### config.mk
export PLATFORM = sky130hd
export DESIGN_NAME = byte_stream_lexer_flat
export DESIGN_NICKNAME = d
export VERILOG_FILES = /design/src/design/bsl_pkg.sv /design/src/design/bsl_if.sv /design/src/design/bsl_front.sv /design/src/design/bsl_queue.sv /design/src/design/bsl_back.sv /design/src/design/byte_stream_lexer.sv /design/src/flat_wrapper.sv
export SDC_FILE = /design/constraint.sdc
export NUM_CORES = 1
export LEC_CHECK = 0
export ABC_AREA = 0
export BUFFER_PORTS_ARGS = -buffer_cell sky130_fd_sc_hd__buf_2
export CORE_ASPECT_RATIO = 1.1
export CORE_MARGIN = 2
export CORE_UTILIZATION = 27
export DETAILED_ROUTE_END_ITERATION = 16
export RECOVER_POWER = 100
export SYNTH_ARGS = -nofsm -noshare
export SYNTH_HDL_FRONTEND = slang
export SYNTH_SLANG_ARGS = --single-unit
### constraint.sdc
create_clock -name clock -period 9.1 [get_ports clock]
set_input_delay 0 -clock clock [delete_from_list [all_inputs] [get_ports clock]]
set_output_delay 0 -clock clock [all_outputs]
set_load 0.03 [all_outputs]
### src/design/bsl_pkg.sv
// package for the byte stream lexer: types, codes, character constants and helpers
package bsl_pkg;

   localparam int POSITION_BITS_DEFAULT = 16;
   localparam int LENGTH_BITS_DEFAULT   = 16;
   localparam int MAX_RECORDS           = 3;
   localparam int QUEUE_DEPTH           = 4;

   typedef enum logic [1:0] {
      MODE_IDLE,
      MODE_NUMBER,
      MODE_STRING,
      MODE_SYMBOL
   } lex_mode_type;

   // token type codes
   localparam logic [4:0] TOK_LPAREN   = 5'd0;
   localparam logic [4:0] TOK_RPAREN   = 5'd1;
   localparam logic [4:0] TOK_LBRACE   = 5'd2;
   localparam logic [4:0] TOK_RBRACE   = 5'd3;
   localparam logic [4:0] TOK_LBRACKET = 5'd4;
   localparam logic [4:0] TOK_RBRACKET = 5'd5;
   localparam logic [4:0] TOK_ASSIGN   = 5'd6;
   localparam logic [4:0] TOK_ADD      = 5'd7;
   localparam logic [4:0] TOK_SUB      = 5'd8;
   localparam logic [4:0] TOK_DIV      = 5'd9;
   localparam logic [4:0] TOK_MUL      = 5'd10;
   localparam logic [4:0] TOK_SEMI     = 5'd11;
   localparam logic [4:0] TOK_GREATER  = 5'd12;
   localparam logic [4:0] TOK_SEPARATOR = 5'd13;
   localparam logic [4:0] TOK_NUMERAL  = 5'd14;
   localparam logic [4:0] TOK_QUOTED   = 5'd15;
   localparam logic [4:0] TOK_SYMBOL   = 5'd16;

   // record kinds
   localparam logic REC_TEXT = 1'b0;
   localparam logic REC_END  = 1'b1;

   // characters
   localparam logic [7:0] CHAR_TAB      = 8'h09;
   localparam logic [7:0] CHAR_NEWLINE  = 8'h0A;
   localparam logic [7:0] CHAR_VTAB     = 8'h0B;
   localparam logic [7:0] CHAR_FORMFEED = 8'h0C;
   localparam logic [7:0] CHAR_RETURN   = 8'h0D;
   localparam logic [7:0] CHAR_SPACE    = 8'h20;
   localparam logic [7:0] CHAR_QUOTE    = 8'h22;
   localparam logic [7:0] CHAR_LPAREN   = 8'h28;
   localparam logic [7:0] CHAR_RPAREN   = 8'h29;
   localparam logic [7:0] CHAR_STAR     = 8'h2A;
   localparam logic [7:0] CHAR_PLUS     = 8'h2B;
   localparam logic [7:0] CHAR_COMMA    = 8'h2C;
   localparam logic [7:0] CHAR_MINUS    = 8'h2D;
   localparam logic [7:0] CHAR_DOT      = 8'h2E;
   localparam logic [7:0] CHAR_SLASH    = 8'h2F;
   localparam logic [7:0] CHAR_ZERO     = 8'h30;
   localparam logic [7:0] CHAR_NINE     = 8'h39;
   localparam logic [7:0] CHAR_SEMI     = 8'h3B;
   localparam logic [7:0] CHAR_EQUAL    = 8'h3D;
   localparam logic [7:0] CHAR_GREATER  = 8'h3E;
   localparam logic [7:0] CHAR_LBRACKET = 8'h5B;
   localparam logic [7:0] CHAR_RBRACKET = 8'h5D;
   localparam logic [7:0] CHAR_LBRACE   = 8'h7B;
   localparam logic [7:0] CHAR_RBRACE   = 8'h7D;

   typedef struct packed {
      logic        record_kind;
      logic [7:0]  token_byte;
      logic [4:0]  token_type;
      logic [15:0] start_line;
      logic [15:0] start_column;
      logic [15:0] token_length;
   } record_type;

   typedef struct packed {
      logic [1:0]                        count;
      record_type [MAX_RECORDS-1:0]      recs;
   } entry_type;

   typedef struct packed {
      logic       hit;
      logic [4:0] code;
   } punct_type;

   function automatic logic [15:0] cap16(input logic [31:0] v);
      cap16 = (|v[31:16]) ? 16'hFFFF : v[15:0];
   endfunction

   function automatic punct_type punct_lookup(input logic [7:0] b);
      punct_type p;
      p.hit  = 1'b1;
      p.code = TOK_LPAREN;
      case (b)
         CHAR_LPAREN:   p.code = TOK_LPAREN;
         CHAR_RPAREN:   p.code = TOK_RPAREN;
         CHAR_LBRACE:   p.code = TOK_LBRACE;
         CHAR_RBRACE:   p.code = TOK_RBRACE;
         CHAR_LBRACKET: p.code = TOK_LBRACKET;
         CHAR_RBRACKET: p.code = TOK_RBRACKET;
         CHAR_EQUAL:    p.code = TOK_ASSIGN;
         CHAR_PLUS:     p.code = TOK_ADD;
         CHAR_MINUS:    p.code = TOK_SUB;
         CHAR_SLASH:    p.code = TOK_DIV;
         CHAR_STAR:     p.code = TOK_MUL;
         CHAR_SEMI:     p.code = TOK_SEMI;
         CHAR_GREATER:  p.code = TOK_GREATER;
         CHAR_COMMA:    p.code = TOK_SEPARATOR;
         default:       p.hit  = 1'b0;
      endcase
      return p;
   endfunction

endpackage

### src/design/bsl_if.sv
// valid/ready channel interfaces for the lexer's byte input and record output
interface bsl_req_if;
   logic       valid;
   logic       ready;
   logic [7:0] text_byte;
   logic       end_of_text;

   modport source (output valid, output text_byte, output end_of_text, input ready);
   modport sink   (input valid, input text_byte, input end_of_text, output ready);
endinterface

interface bsl_rsp_if;
   logic        valid;
   logic        ready;
   logic        record_kind;
   logic [7:0]  token_byte;
   logic [4:0]  token_type;
   logic [15:0] start_line;
   logic [15:0] start_column;
   logic [15:0] token_length;
   logic        last_of_run;

   modport source (output valid, output record_kind, output token_byte, output token_type,
                   output start_line, output start_column, output token_length,
                   output last_of_run, input ready);
   modport sink   (input valid, input record_kind, input token_byte, input token_type,
                   input start_line, input start_column, input token_length,
                   input last_of_run, output ready);
endinterface

### src/design/bsl_front.sv
// lexer front end: classifies each byte, keeps lexer state, builds the records of one byte
module bsl_front #(
   parameter int POSITION_BITS = bsl_pkg::POSITION_BITS_DEFAULT,
   parameter int LENGTH_BITS   = bsl_pkg::LENGTH_BITS_DEFAULT
) (
   input  logic                clock,
   input  logic                reset,
   bsl_req_if.sink             req_bus,
   input  logic                queue_full,
   output logic                push_valid,
   output bsl_pkg::entry_type  push_entry
);

   localparam int NUM_CAND = 7;

   bsl_pkg::lex_mode_type    mode_ff, mode_in, mode_mid;
   logic [POSITION_BITS-1:0] line_ff, line_in, column_ff, column_in;
   logic [POSITION_BITS-1:0] open_line_ff, open_line_in, open_column_ff, open_column_in;
   logic [LENGTH_BITS-1:0]   open_length_ff, open_length_in, len_inc;

   logic                     accept;
   logic [7:0]               b;
   logic                     eot;
   logic                     digit_hit, is_num, is_term, is_ws, handled;
   bsl_pkg::punct_type       pl;
   logic [4:0]               old_type;
   logic [NUM_CAND-1:0]      cand_v;
   bsl_pkg::record_type      cand [NUM_CAND];
   logic [1:0]               cnt;

   function automatic logic [4:0] mode_type(input bsl_pkg::lex_mode_type m);
      logic [4:0] t;
      case (m)
         bsl_pkg::MODE_NUMBER: t = bsl_pkg::TOK_NUMERAL;
         bsl_pkg::MODE_STRING: t = bsl_pkg::TOK_QUOTED;
         default:              t = bsl_pkg::TOK_SYMBOL;
      endcase
      return t;
   endfunction

   function automatic bsl_pkg::record_type make_rec(input logic kind, input logic [7:0] byt,
                                                    input logic [4:0] typ,
                                                    input logic [31:0] ln,
                                                    input logic [31:0] col,
                                                    input logic [31:0] len);
      bsl_pkg::record_type r;
      r.record_kind  = kind;
      r.token_byte   = byt;
      r.token_type   = typ;
      r.start_line   = bsl_pkg::cap16(ln);
      r.start_column = bsl_pkg::cap16(col);
      r.token_length = bsl_pkg::cap16(len);
      return r;
   endfunction

   assign req_bus.ready = !queue_full;
   assign accept        = req_bus.valid && req_bus.ready;
   assign b             = req_bus.text_byte;
   assign eot           = req_bus.end_of_text;

   assign pl        = bsl_pkg::punct_lookup(b);
   assign digit_hit = (b >= bsl_pkg::CHAR_ZERO) && (b <= bsl_pkg::CHAR_NINE);
   assign is_num    = digit_hit || (b == bsl_pkg::CHAR_DOT);
   assign is_term   = digit_hit || (b == bsl_pkg::CHAR_QUOTE) || (b == bsl_pkg::CHAR_SPACE)
                      || (b == bsl_pkg::CHAR_TAB) || (b == bsl_pkg::CHAR_NEWLINE)
                      || (b == bsl_pkg::CHAR_VTAB) || (b == bsl_pkg::CHAR_RETURN)
                      || (pl.hit && (b != bsl_pkg::CHAR_EQUAL));
   assign is_ws     = (b == bsl_pkg::CHAR_SPACE) || (b == bsl_pkg::CHAR_TAB)
                      || (b == bsl_pkg::CHAR_NEWLINE) || (b == bsl_pkg::CHAR_VTAB)
                      || (b == bsl_pkg::CHAR_FORMFEED) || (b == bsl_pkg::CHAR_RETURN);
   assign old_type  = mode_type(mode_ff);
   assign len_inc   = (open_length_ff == {LENGTH_BITS{1'b1}}) ? open_length_ff
                      : open_length_ff + LENGTH_BITS'(1);

   always_ff @(posedge clock) begin
      if (reset) begin
         mode_ff        <= bsl_pkg::MODE_IDLE;
         line_ff        <= POSITION_BITS'(1);
         column_ff      <= POSITION_BITS'(1);
         open_line_ff   <= '0;
         open_column_ff <= '0;
         open_length_ff <= '0;
      end else begin
         mode_ff        <= mode_in;
         line_ff        <= line_in;
         column_ff      <= column_in;
         open_line_ff   <= open_line_in;
         open_column_ff <= open_column_in;
         open_length_ff <= open_length_in;
      end
   end

   always_comb begin
      cand_v         = '0;
      for (int i = 0; i < NUM_CAND; i++) begin
         cand[i] = '0;
      end
      mode_mid       = mode_ff;
      open_line_in   = open_line_ff;
      open_column_in = open_column_ff;
      open_length_in = open_length_ff;
      handled        = 1'b0;

      // open token first: continue it, or close it ahead of the byte
      case (mode_ff)
         bsl_pkg::MODE_NUMBER: begin
            if (is_num) begin
               handled        = 1'b1;
               open_length_in = len_inc;
               cand_v[1]      = 1'b1;
               cand[1]        = make_rec(bsl_pkg::REC_TEXT, b, old_type, 32'(open_line_ff),
                                         32'(open_column_ff), 32'(len_inc));
            end else begin
               mode_mid  = bsl_pkg::MODE_IDLE;
               cand_v[0] = 1'b1;
               cand[0]   = make_rec(bsl_pkg::REC_END, 8'h00, old_type, 32'(open_line_ff),
                                    32'(open_column_ff), 32'(open_length_ff));
            end
         end
         bsl_pkg::MODE_SYMBOL: begin
            if (!is_term) begin
               handled        = 1'b1;
               open_length_in = len_inc;
               cand_v[1]      = 1'b1;
               cand[1]        = make_rec(bsl_pkg::REC_TEXT, b, old_type, 32'(open_line_ff),
                                         32'(open_column_ff), 32'(len_inc));
            end else begin
               mode_mid  = bsl_pkg::MODE_IDLE;
               cand_v[0] = 1'b1;
               cand[0]   = make_rec(bsl_pkg::REC_END, 8'h00, old_type, 32'(open_line_ff),
                                    32'(open_column_ff), 32'(open_length_ff));
            end
         end
         bsl_pkg::MODE_STRING: begin
            handled = 1'b1;
            if (b == bsl_pkg::CHAR_QUOTE) begin
               mode_mid  = bsl_pkg::MODE_IDLE;
               cand_v[2] = 1'b1;
               cand[2]   = make_rec(bsl_pkg::REC_END, 8'h00, bsl_pkg::TOK_QUOTED,
                                    32'(open_line_ff), 32'(open_column_ff),
                                    32'(open_length_ff));
            end else begin
               open_length_in = len_inc;
               cand_v[1]      = 1'b1;
               cand[1]        = make_rec(bsl_pkg::REC_TEXT, b, bsl_pkg::TOK_QUOTED,
                                         32'(open_line_ff), 32'(open_column_ff),
                                         32'(len_inc));
            end
         end
         default: ;
      endcase

      // byte seen from idle
      if (!handled) begin
         if (pl.hit) begin
            cand_v[3] = 1'b1;
            cand[3]   = make_rec(bsl_pkg::REC_TEXT, b, pl.code, 32'(line_ff),
                                 32'(column_ff), 32'd1);
            cand_v[4] = 1'b1;
            cand[4]   = make_rec(bsl_pkg::REC_END, 8'h00, pl.code, 32'(line_ff),
                                 32'(column_ff), 32'd1);
         end else if (digit_hit || (!is_ws && (b != bsl_pkg::CHAR_QUOTE))) begin
            mode_mid       = digit_hit ? bsl_pkg::MODE_NUMBER : bsl_pkg::MODE_SYMBOL;
            open_line_in   = line_ff;
            open_column_in = column_ff;
            open_length_in = LENGTH_BITS'(1);
            cand_v[5]      = 1'b1;
            cand[5]        = make_rec(bsl_pkg::REC_TEXT, b,
                                      digit_hit ? bsl_pkg::TOK_NUMERAL : bsl_pkg::TOK_SYMBOL,
                                      32'(line_ff), 32'(column_ff), 32'd1);
         end else if (b == bsl_pkg::CHAR_QUOTE) begin
            mode_mid       = bsl_pkg::MODE_STRING;
            open_line_in   = line_ff;
            open_column_in = column_ff;
            open_length_in = '0;
         end
      end

      // end of text flushes whatever is still open
      if (eot && (mode_mid != bsl_pkg::MODE_IDLE)) begin
         cand_v[6] = 1'b1;
         cand[6]   = make_rec(bsl_pkg::REC_END, 8'h00, mode_type(mode_mid),
                              32'(open_line_in), 32'(open_column_in), 32'(open_length_in));
      end

      // pack the records in order
      cnt             = 2'd0;
      push_entry      = '0;
      for (int i = 0; i < NUM_CAND; i++) begin
         if (cand_v[i] && (cnt != 2'd3)) begin
            push_entry.recs[cnt] = cand[i];
            cnt                  = cnt + 2'd1;
         end
      end
      push_entry.count = cnt;
      push_valid       = accept && (cnt != 2'd0);

      // position counters
      if (b == bsl_pkg::CHAR_NEWLINE) begin
         line_in   = (line_ff == {POSITION_BITS{1'b1}}) ? line_ff
                     : line_ff + POSITION_BITS'(1);
         column_in = POSITION_BITS'(1);
      end else begin
         line_in   = line_ff;
         column_in = (column_ff == {POSITION_BITS{1'b1}}) ? column_ff
                     : column_ff + POSITION_BITS'(1);
      end
      mode_in = mode_mid;
      if (eot) begin
         mode_in   = bsl_pkg::MODE_IDLE;
         line_in   = POSITION_BITS'(1);
         column_in = POSITION_BITS'(1);
      end

      if (!accept) begin
         mode_in        = mode_ff;
         line_in        = line_ff;
         column_in      = column_ff;
         open_line_in   = open_line_ff;
         open_column_in = open_column_ff;
         open_length_in = open_length_ff;
      end
   end

endmodule

### src/design/bsl_queue.sv
// short record queue between the lexer front and back end
module bsl_queue (
   input  logic                clock,
   input  logic                reset,
   input  logic                push_valid,
   input  bsl_pkg::entry_type  push_entry,
   output logic                full,
   input  logic                pop,
   output bsl_pkg::entry_type  head_entry,
   output logic                empty
);

   localparam int PTR_BITS = $clog2(bsl_pkg::QUEUE_DEPTH);
   localparam logic [PTR_BITS-1:0] LAST_SLOT = PTR_BITS'(bsl_pkg::QUEUE_DEPTH - 1);
   localparam logic [PTR_BITS:0]   DEPTH_CNT = (PTR_BITS+1)'(bsl_pkg::QUEUE_DEPTH);

   bsl_pkg::entry_type  entries_ff [bsl_pkg::QUEUE_DEPTH];
   logic [PTR_BITS-1:0] wr_ptr_ff, wr_ptr_in, rd_ptr_ff, rd_ptr_in;
   logic [PTR_BITS:0]   count_ff, count_in;
   logic                do_push, do_pop;

   assign full       = (count_ff == DEPTH_CNT);
   assign empty      = (count_ff == '0);
   assign do_push    = push_valid && !full;
   assign do_pop     = pop && !empty;
   assign head_entry = entries_ff[rd_ptr_ff];

   always_comb begin
      wr_ptr_in = wr_ptr_ff;
      rd_ptr_in = rd_ptr_ff;
      count_in  = count_ff;
      if (do_push) begin
         wr_ptr_in = (wr_ptr_ff == LAST_SLOT) ? '0 : wr_ptr_ff + PTR_BITS'(1);
      end
      if (do_pop) begin
         rd_ptr_in = (rd_ptr_ff == LAST_SLOT) ? '0 : rd_ptr_ff + PTR_BITS'(1);
      end
      if (do_push && !do_pop) begin
         count_in = count_ff + (PTR_BITS+1)'(1);
      end else if (do_pop && !do_push) begin
         count_in = count_ff - (PTR_BITS+1)'(1);
      end
   end

   always_ff @(posedge clock) begin
      if (reset) begin
         wr_ptr_ff <= '0;
         rd_ptr_ff <= '0;
         count_ff  <= '0;
      end else begin
         wr_ptr_ff <= wr_ptr_in;
         rd_ptr_ff <= rd_ptr_in;
         count_ff  <= count_in;
      end
   end

   always_ff @(posedge clock) begin
      if (do_push) begin
         entries_ff[wr_ptr_ff] <= push_entry;
      end
   end

`ifndef ASSERT_OFF
   a_no_push_when_full: assert property (@(posedge clock) disable iff (reset)
      push_valid |-> !full)
      else $error("queue push while full");

   a_count_bounded: assert property (@(posedge clock) disable iff (reset)
      count_ff <= DEPTH_CNT)
      else $error("queue count beyond depth");
`endif

endmodule

### src/design/bsl_back.sv
// lexer back end: walks the records of the queue head out one per transaction
module bsl_back (
   input  logic                clock,
   input  logic                reset,
   input  bsl_pkg::entry_type  head_entry,
   input  logic                empty,
   output logic                pop,
   bsl_rsp_if.source           rsp_bus
);

   logic [1:0]          sub_ff, sub_in;
   logic                last, take;
   bsl_pkg::record_type rec;

   assign rec  = head_entry.recs[sub_ff];
   assign last = (sub_ff == (head_entry.count - 2'd1));
   assign take = rsp_bus.valid && rsp_bus.ready;
   assign pop  = take && last;

   assign rsp_bus.valid        = !empty;
   assign rsp_bus.record_kind  = rec.record_kind;
   assign rsp_bus.token_byte   = rec.token_byte;
   assign rsp_bus.token_type   = rec.token_type;
   assign rsp_bus.start_line   = rec.start_line;
   assign rsp_bus.start_column = rec.start_column;
   assign rsp_bus.token_length = rec.token_length;
   assign rsp_bus.last_of_run  = last;

   always_comb begin
      sub_in = sub_ff;
      if (take) begin
         sub_in = last ? 2'd0 : sub_ff + 2'd1;
      end
   end

   always_ff @(posedge clock) begin
      if (reset) begin
         sub_ff <= 2'd0;
      end else begin
         sub_ff <= sub_in;
      end
   end

`ifndef ASSERT_OFF
   a_head_not_empty: assert property (@(posedge clock) disable iff (reset)
      !empty |-> (head_entry.count != 2'd0))
      else $error("queue head holds no records");

   a_sub_in_range: assert property (@(posedge clock) disable iff (reset)
      !empty |-> (sub_ff < head_entry.count))
      else $error("record index past head count");
`endif

endmodule

### src/design/byte_stream_lexer.sv
// top level of the byte stream lexer
//
// The lexer takes source text one byte per transaction on req_bus and returns token
// records on rsp_bus: one text record for each byte of token text and one end record
// per token with type, start line, start column and length. A byte causes zero to three
// records; the records of one byte are delivered in consecutive transactions and the
// final one carries last_of_run. Whitespace outside a token and an opening quote cause
// no records of their own. The front end classifies a byte and updates the line,
// column and open-token state in the cycle it is accepted, so bytes can be taken every
// cycle while the queue is not full. Each byte's records go into a four-entry queue as
// one entry, and the back end drives rsp_bus straight from the entry at the queue head.
// req_bus.ready drops only while the queue is full, so the sustained input rate is one
// byte per cycle as long as rsp_bus takes one record per cycle and the text averages no
// more than one record per byte; bursts that produce more are absorbed by the queue.
// Setting end_of_text flushes any open token, unterminated strings included, and returns
// line and column to 1 for the next text. Line, column and length saturate.
module byte_stream_lexer #(
   parameter int POSITION_BITS = bsl_pkg::POSITION_BITS_DEFAULT,
   parameter int LENGTH_BITS   = bsl_pkg::LENGTH_BITS_DEFAULT
) (
   input  logic       clock,
   input  logic       reset,
   bsl_req_if.sink    req_bus,
   bsl_rsp_if.source  rsp_bus
);

   // front to queue
   logic               push_valid;
   bsl_pkg::entry_type push_entry;
   logic               queue_full;

   // queue to back
   bsl_pkg::entry_type head_entry;
   logic               queue_empty;
   logic               pop;

   // classify bytes and build per-byte record groups
   bsl_front #(
      .POSITION_BITS (POSITION_BITS),
      .LENGTH_BITS   (LENGTH_BITS)
   ) u_front (
      .clock      (clock),
      .reset      (reset),
      .req_bus    (req_bus),
      .queue_full (queue_full),
      .push_valid (push_valid),
      .push_entry (push_entry)
   );

   // decouples byte intake from record delivery
   bsl_queue u_queue (
      .clock      (clock),
      .reset      (reset),
      .push_valid (push_valid),
      .push_entry (push_entry),
      .full       (queue_full),
      .pop        (pop),
      .head_entry (head_entry),
      .empty      (queue_empty)
   );

   // one record per output transaction
   bsl_back u_back (
      .clock      (clock),
      .reset      (reset),
      .head_entry (head_entry),
      .empty      (queue_empty),
      .pop        (pop),
      .rsp_bus    (rsp_bus)
   );

endmodule

### src/flat_wrapper.sv
// flat-port wrapper written by rule: the top's interface ports become plain ports
module byte_stream_lexer_flat 
#(
   parameter int POSITION_BITS = bsl_pkg::POSITION_BITS_DEFAULT,
   parameter int LENGTH_BITS   = bsl_pkg::LENGTH_BITS_DEFAULT
)
  (clock, reset, req_bus_valid, req_bus_text_byte, req_bus_end_of_text, req_bus_ready, rsp_bus_valid, rsp_bus_record_kind, rsp_bus_token_byte, rsp_bus_token_type, rsp_bus_start_line, rsp_bus_start_column, rsp_bus_token_length, rsp_bus_last_of_run, rsp_bus_ready);
  bsl_req_if req_bus_i ();
  bsl_rsp_if rsp_bus_i ();
  input  logic clock;
  input  logic reset;
  input wire logic [$bits(req_bus_i.valid)-1:0] req_bus_valid;
  input wire logic [$bits(req_bus_i.text_byte)-1:0] req_bus_text_byte;
  input wire logic [$bits(req_bus_i.end_of_text)-1:0] req_bus_end_of_text;
  output wire logic [$bits(req_bus_i.ready)-1:0] req_bus_ready;
  output wire logic [$bits(rsp_bus_i.valid)-1:0] rsp_bus_valid;
  output wire logic [$bits(rsp_bus_i.record_kind)-1:0] rsp_bus_record_kind;
  output wire logic [$bits(rsp_bus_i.token_byte)-1:0] rsp_bus_token_byte;
  output wire logic [$bits(rsp_bus_i.token_type)-1:0] rsp_bus_token_type;
  output wire logic [$bits(rsp_bus_i.start_line)-1:0] rsp_bus_start_line;
  output wire logic [$bits(rsp_bus_i.start_column)-1:0] rsp_bus_start_column;
  output wire logic [$bits(rsp_bus_i.token_length)-1:0] rsp_bus_token_length;
  output wire logic [$bits(rsp_bus_i.last_of_run)-1:0] rsp_bus_last_of_run;
  input wire logic [$bits(rsp_bus_i.ready)-1:0] rsp_bus_ready;
  assign req_bus_i.valid = req_bus_valid;
  assign req_bus_i.text_byte = req_bus_text_byte;
  assign req_bus_i.end_of_text = req_bus_end_of_text;
  assign req_bus_ready = req_bus_i.ready;
  assign rsp_bus_valid = rsp_bus_i.valid;
  assign rsp_bus_record_kind = rsp_bus_i.record_kind;
  assign rsp_bus_token_byte = rsp_bus_i.token_byte;
  assign rsp_bus_token_type = rsp_bus_i.token_type;
  assign rsp_bus_start_line = rsp_bus_i.start_line;
  assign rsp_bus_start_column = rsp_bus_i.start_column;
  assign rsp_bus_token_length = rsp_bus_i.token_length;
  assign rsp_bus_last_of_run = rsp_bus_i.last_of_run;
  assign rsp_bus_i.ready = rsp_bus_ready;
  byte_stream_lexer #(.POSITION_BITS(POSITION_BITS), .LENGTH_BITS(LENGTH_BITS)) u_core (.clock(clock), .reset(reset), .req_bus(req_bus_i), .rsp_bus(rsp_bus_i));
endmodule
==> summary.md <==
| Metric | Value |
|---|---|
| Gr usage total | `13.4%` |
| Fin crit share | `84.5%` |
| Slew headroom | `-134%` |
| Post-CTS resize count | `0` |
| Crit-path max FO | `51` |
| Syn avg cell area | `14.6 um2` |
| Final setup viols | `0` |
| Slew @ Worst Pin | `3.50 ns` |
| Mapped Area | `38,200 um2` |
| Simple-gate share of the synthesized area | `8.55%` |
| I/O Buffers | `77` |
| Arrival @ worst endpoint | `between 8 and 9 ns` |
| Synthesized instance count | `~2.6k` |
| Via count | `23.1k` |
| Post-synthesis mux area share | `13.1%` |
| Die X | `363 um` |
| Layout area overhead | `12.3%` |
| Setup repair bufs after CTS | `0` |
| Ant diodes | `0` |
| Hold crit path type | `in -> reg` |
| Post-synthesis cell type count | `96` |
| Final core area utilization | `30.6%` |
| DP HPWL | `57,200 um` |
| Async SR Flop Fraction | `0%` |
| Synth top area share | `roughly three fifths` |
| Wire per inst | `21.7 um` |
| Synth Area in Adders | `0.904%` |
| IO Pins | `78` |
| Status | `complete, but fails checks` |
| Initial Utilization | `27.2%` |
| Sink Count | `845` |
| Leading area contributor after synthesis | `edfxtp_1` |
| Worst Setup End Kind | `flop` |
| Synth top cells by count | `edfxtp_1 (752), nand2_1 (212), mux4_2 (188)` |
| Part of the power in registers | `45.1%` |
| Clock power frac | `31.5%` |
| # rows | `144` |
| GR Overflow Total | `0` |
| Worst flop-to-flop path startpoint | `u_core.u_back.sub_ff[1]` |
| XOR/XNOR share of the synthesized area | `less than 1%` |
| Synth area leaders | `edfxtp_1 (59%), mux4_2 (11%), dfxtp_1 (4.9%), nand2_1 (2.1%), mux2i_1 (1.9%)` |
| Hold path start | `reset` |
| Dominant synthesized flop cell | `edfxtp_1` |
| DRT Wirelength | `between 90,000 and 100,000 um` |
| Failing checks | `max-capacitance violations, max-slew violations` |
| Vias in the first global route | `23.6k` |
| Dpl cells | `4,360` |
| Combinational power share | `23.4%` |
| Layout net count | `2,670` |
| Pre-antenna DRT Iters | `5` |
| Synth Register Bits | `845` |
| Achievable frequency | `about 130 MHz` |
| Pwr/cell area | `250 nW/um2` |
| Number of remaining DRC errors | `0` |
| Worst Setup Start Kind | `primary input` |
| Most frequent cell after synthesis | `edfxtp_1` |
| Layout cells sized above 1 | `between 10% and 20%` |
| CP Class | `in -> reg` |
| Initial antenna violation count | `3` |
| # fillers | `13.8k` |
| RSZ-0062 raised after global routing | `false` |
| Post-Syn Nets | `2,650` |
| CTS buffer count | `78` |
| Slew Limit Fails | `268` |
| Crit path required time | `9.43 ns` |
| Setup TNS Final | `0 ns` |
| Leakage power | `around 13 nW` |
| Total power | `10.7 mW` |
| Post-synth EDFFs | `752` |
| Clk_skew | `0.0331 ns` |
| Largest family of logic cells by synthesized area | `multiplexers` |
| Internal power | `7.38 mW` |
| Setup crit start | `req_bus_text_byte[4]` |
| Compound-cell area share of the yosys netlist | `9.48%` |
| FF-to-FF End | `u_core.u_back.sub_ff[1]` |
| GPL Wtd Cong | `0.859` |
| Final count of hold timing violations | `0` |
| Core area | `140,000 um2` |
| Clock Path Buffers | `3` |
| Root Driver | `clkbuf_16` |
| DRT iter0 DRCs | `~2.2k` |
| Net load switching power | `~3.3 mW` |
| Area of the die | `144,000 um2` |
| Max-cap violations | `9` |
| Pin count of the biggest net entering global routing | `81` |
| Worst vdd ir | `0.146 mV` |
| Die H | `398 um` |
| WHS Endpoint | `u_core.u_back.sub_ff[0]` |
| Vias per std cell | `5.12` |
| Post-synthesis sequential area ratio | `64.0%` |
| Post-route antenna net violation count | `0` |
| R2R cell count | `6` |
| Switching share of power | `just over 30%` |
| H-tree Lvls | `3` |
| Hold Crit Depth | `3` |
| Crit path time final | `7.69 ns` |
| Clk pin slew, worst setup/hold paths | `roughly 0.060 ns` |
| CTS tree | `built` |
| First-pass GRT wire length | `149,000 um` |
| Post-route non-filler standard cell count | `4,517` |
| FF-to-FF setup slack | `2.01 ns` |
| Synth warn | `0` |
| Later-pin clock latency in the skew report | `0.67 ns` |
-- kinds of logic after synthesis --
logic type                 Yosys count
AOI/OAI and AO/OA                  500
xor gates and xnor gates            34
adders and majority gates           27
buffers and inverters              284
DFF                                845
muxes                              263
and+or+nand+nor                    657
-- per-layer routing --
| metal | up-vias | global-route usage, % | routed length, um |
|---|---|---|---|
| met4 | 2 | 5.07 | 2830 |
| met5 | - | 0 | 12 |
| li1 | 10300 | - | - |
| met3 | 169 | 2.40 | 5850 |
| met1 | 11900 | 16.9 | 40900 |
| met2 | 752 | 22.8 | 48500 |
-- placed cells by master, fill, tap and decap left out, types with 7 or more instances in the layout --
cell type | Yosys | layout
o32ai_1 | 32 | 32
and2_0 | 1 | 25
mux4_2 | 188 | 188
bufinv_16 | 0 | 10
buf_4 | 15 | 28
nor2_1 | 149 | 150
o22ai_1 | 37 | 37
a2bb2oi_1 | 8 | 8
o2bb2ai_1 | 9 | 9
o31ai_1 | 37 | 39
inv_1 | 88 | 88
o311ai_0 | 1 | 33
nor2b_1 | 10 | 10
nand2b_1 | 15 | 15
clkbuf_1 | 99 | 84
nand3_1 | 30 | 29
clkbuf_16 | 0 | 81
clkinv_2 | 0 | 10
a31oi_1 | 9 | 9
a211oi_1 | 6 | 7
dfxtp_1 | 93 | 90
xnor2_1 | 30 | 30
o22ai_2 | 20 | 20
clkinv_1 | 0 | 8
dlygate4sd3_1 | 0 | 15
nand4_1 | 78 | 78
mux2i_1 | 71 | 71
edfxtp_1 | 752 | 752
a21oi_1 | 117 | 118
nand2_1 | 212 | 214
or3_1 | 12 | 12
buf_12 | 0 | 7
o221ai_1 | 10 | 9
a22oi_1 | 23 | 23
and3_1 | 43 | 43
nor3_1 | 27 | 29
o21ai_0 | 92 | 99
and2_1 | 35 | 7
buf_2 | 39 | 21
ha_1 | 26 | 26
-- repair_timing --
action	CTS	global route
hold buffers	15	0
endpoints found under the hold margin	113	0
setup endpoints to repair	0	0
-- worst max-delay path by stage --
stage | to | slack, ns | cells past startpoint
finish | u_core.u_queue.entries_ff[1][45] | 1.41 | 21
global route | rsp_bus_start_line[15] | 0.95 | 6
CTS | u_core.u_queue.entries_ff[1][35] | 2.44 | 19
detailed placement | u_core.u_queue.entries_ff[1][92] | 2.37 | 21
global placement | u_core.u_queue.entries_ff[1][96] | 2.44 | 21
floorplan | u_core.u_queue.entries_ff[0][0] | 0.31 | 19
-- flip-flops by register name, summed over array words and instances, names as in the netlist, named ones only --
register / cells
u_core.u_queue.entries_ff: 752
u_core.u_front.mode_ff: 2
u_core.u_front.column_ff: 16
u_core.u_queue.rd_ptr_ff: 2
u_core.u_front.line_ff: 16
u_core.u_back.sub_ff: 2
u_core.u_queue.count_ff: 3
u_core.u_queue.wr_ptr_ff: 2
u_core.u_front.open_column_ff: 16
u_core.u_front.open_line_ff: 16
u_core.u_front.open_length_ff: 16
-- worst max-delay path, cell delays in order --
cell           delay (ns)
dlygate4sd3_1        0.52
clkbuf_1             0.69
nand2b_1             0.28
a41o_1               0.30
a211oi_1             0.39
or2_0                0.47
a21oi_1              0.16
o22ai_1              0.30
o21ai_0              0.29
a21o_1               0.26
ha_1                 0.29
mux2i_1              0.23
a21o_1               0.19
ha_1                 0.16
a31o_2               0.11
nor3_1               0.05
a32oi_1              0.43
o211a_4              0.49
buf_4                0.62
nand2_4              0.67
o311ai_0             1.03
-- power by group through the flow --
| stage | Combinational, mW | Sequential [mW] | Clock (mW) |
|---|---|---|---|
| floorplan | 1.72 | 4.92 | 0 |
| global placement | 2.59 | 4.90 | 0 |
| detailed placement | 2.60 | 4.92 | 0 |
| CTS | 2.61 | 4.84 | 3.45 |
| global route | 2.69 | 4.87 | 3.60 |
| finish | 2.51 | 4.83 | 3.38 |
-- through the flow --
stage | instance area, um2 | hold WS, ns | worst slack, ns
2_1_floorplan | 38200 | 0.161 | 0.306
4_1_cts | 43300 | 0.167 | 2.44
5_1_grt | 42900 | 0.207 | 0.950
3_5_place_dp | 40500 | 0.254 | 2.37
6_report | 42900 | 0.174 | 1.41
3_3_place_gp | 40500 | 0.240 | 2.44
-- final cells by class --
class,instances,area [um2],area share (%)
sequential,845,24500,57.0
multi-input combinational,1481,12400,28.9
tap,1825,2280,5.32
clock buffer,104,2120,4.95
timing repair buffer,136,853,1.99
clock inverter,38,477,1.11
inverter,88,330,0.770
Note: power is estimated with default switching activity, not from simulation.
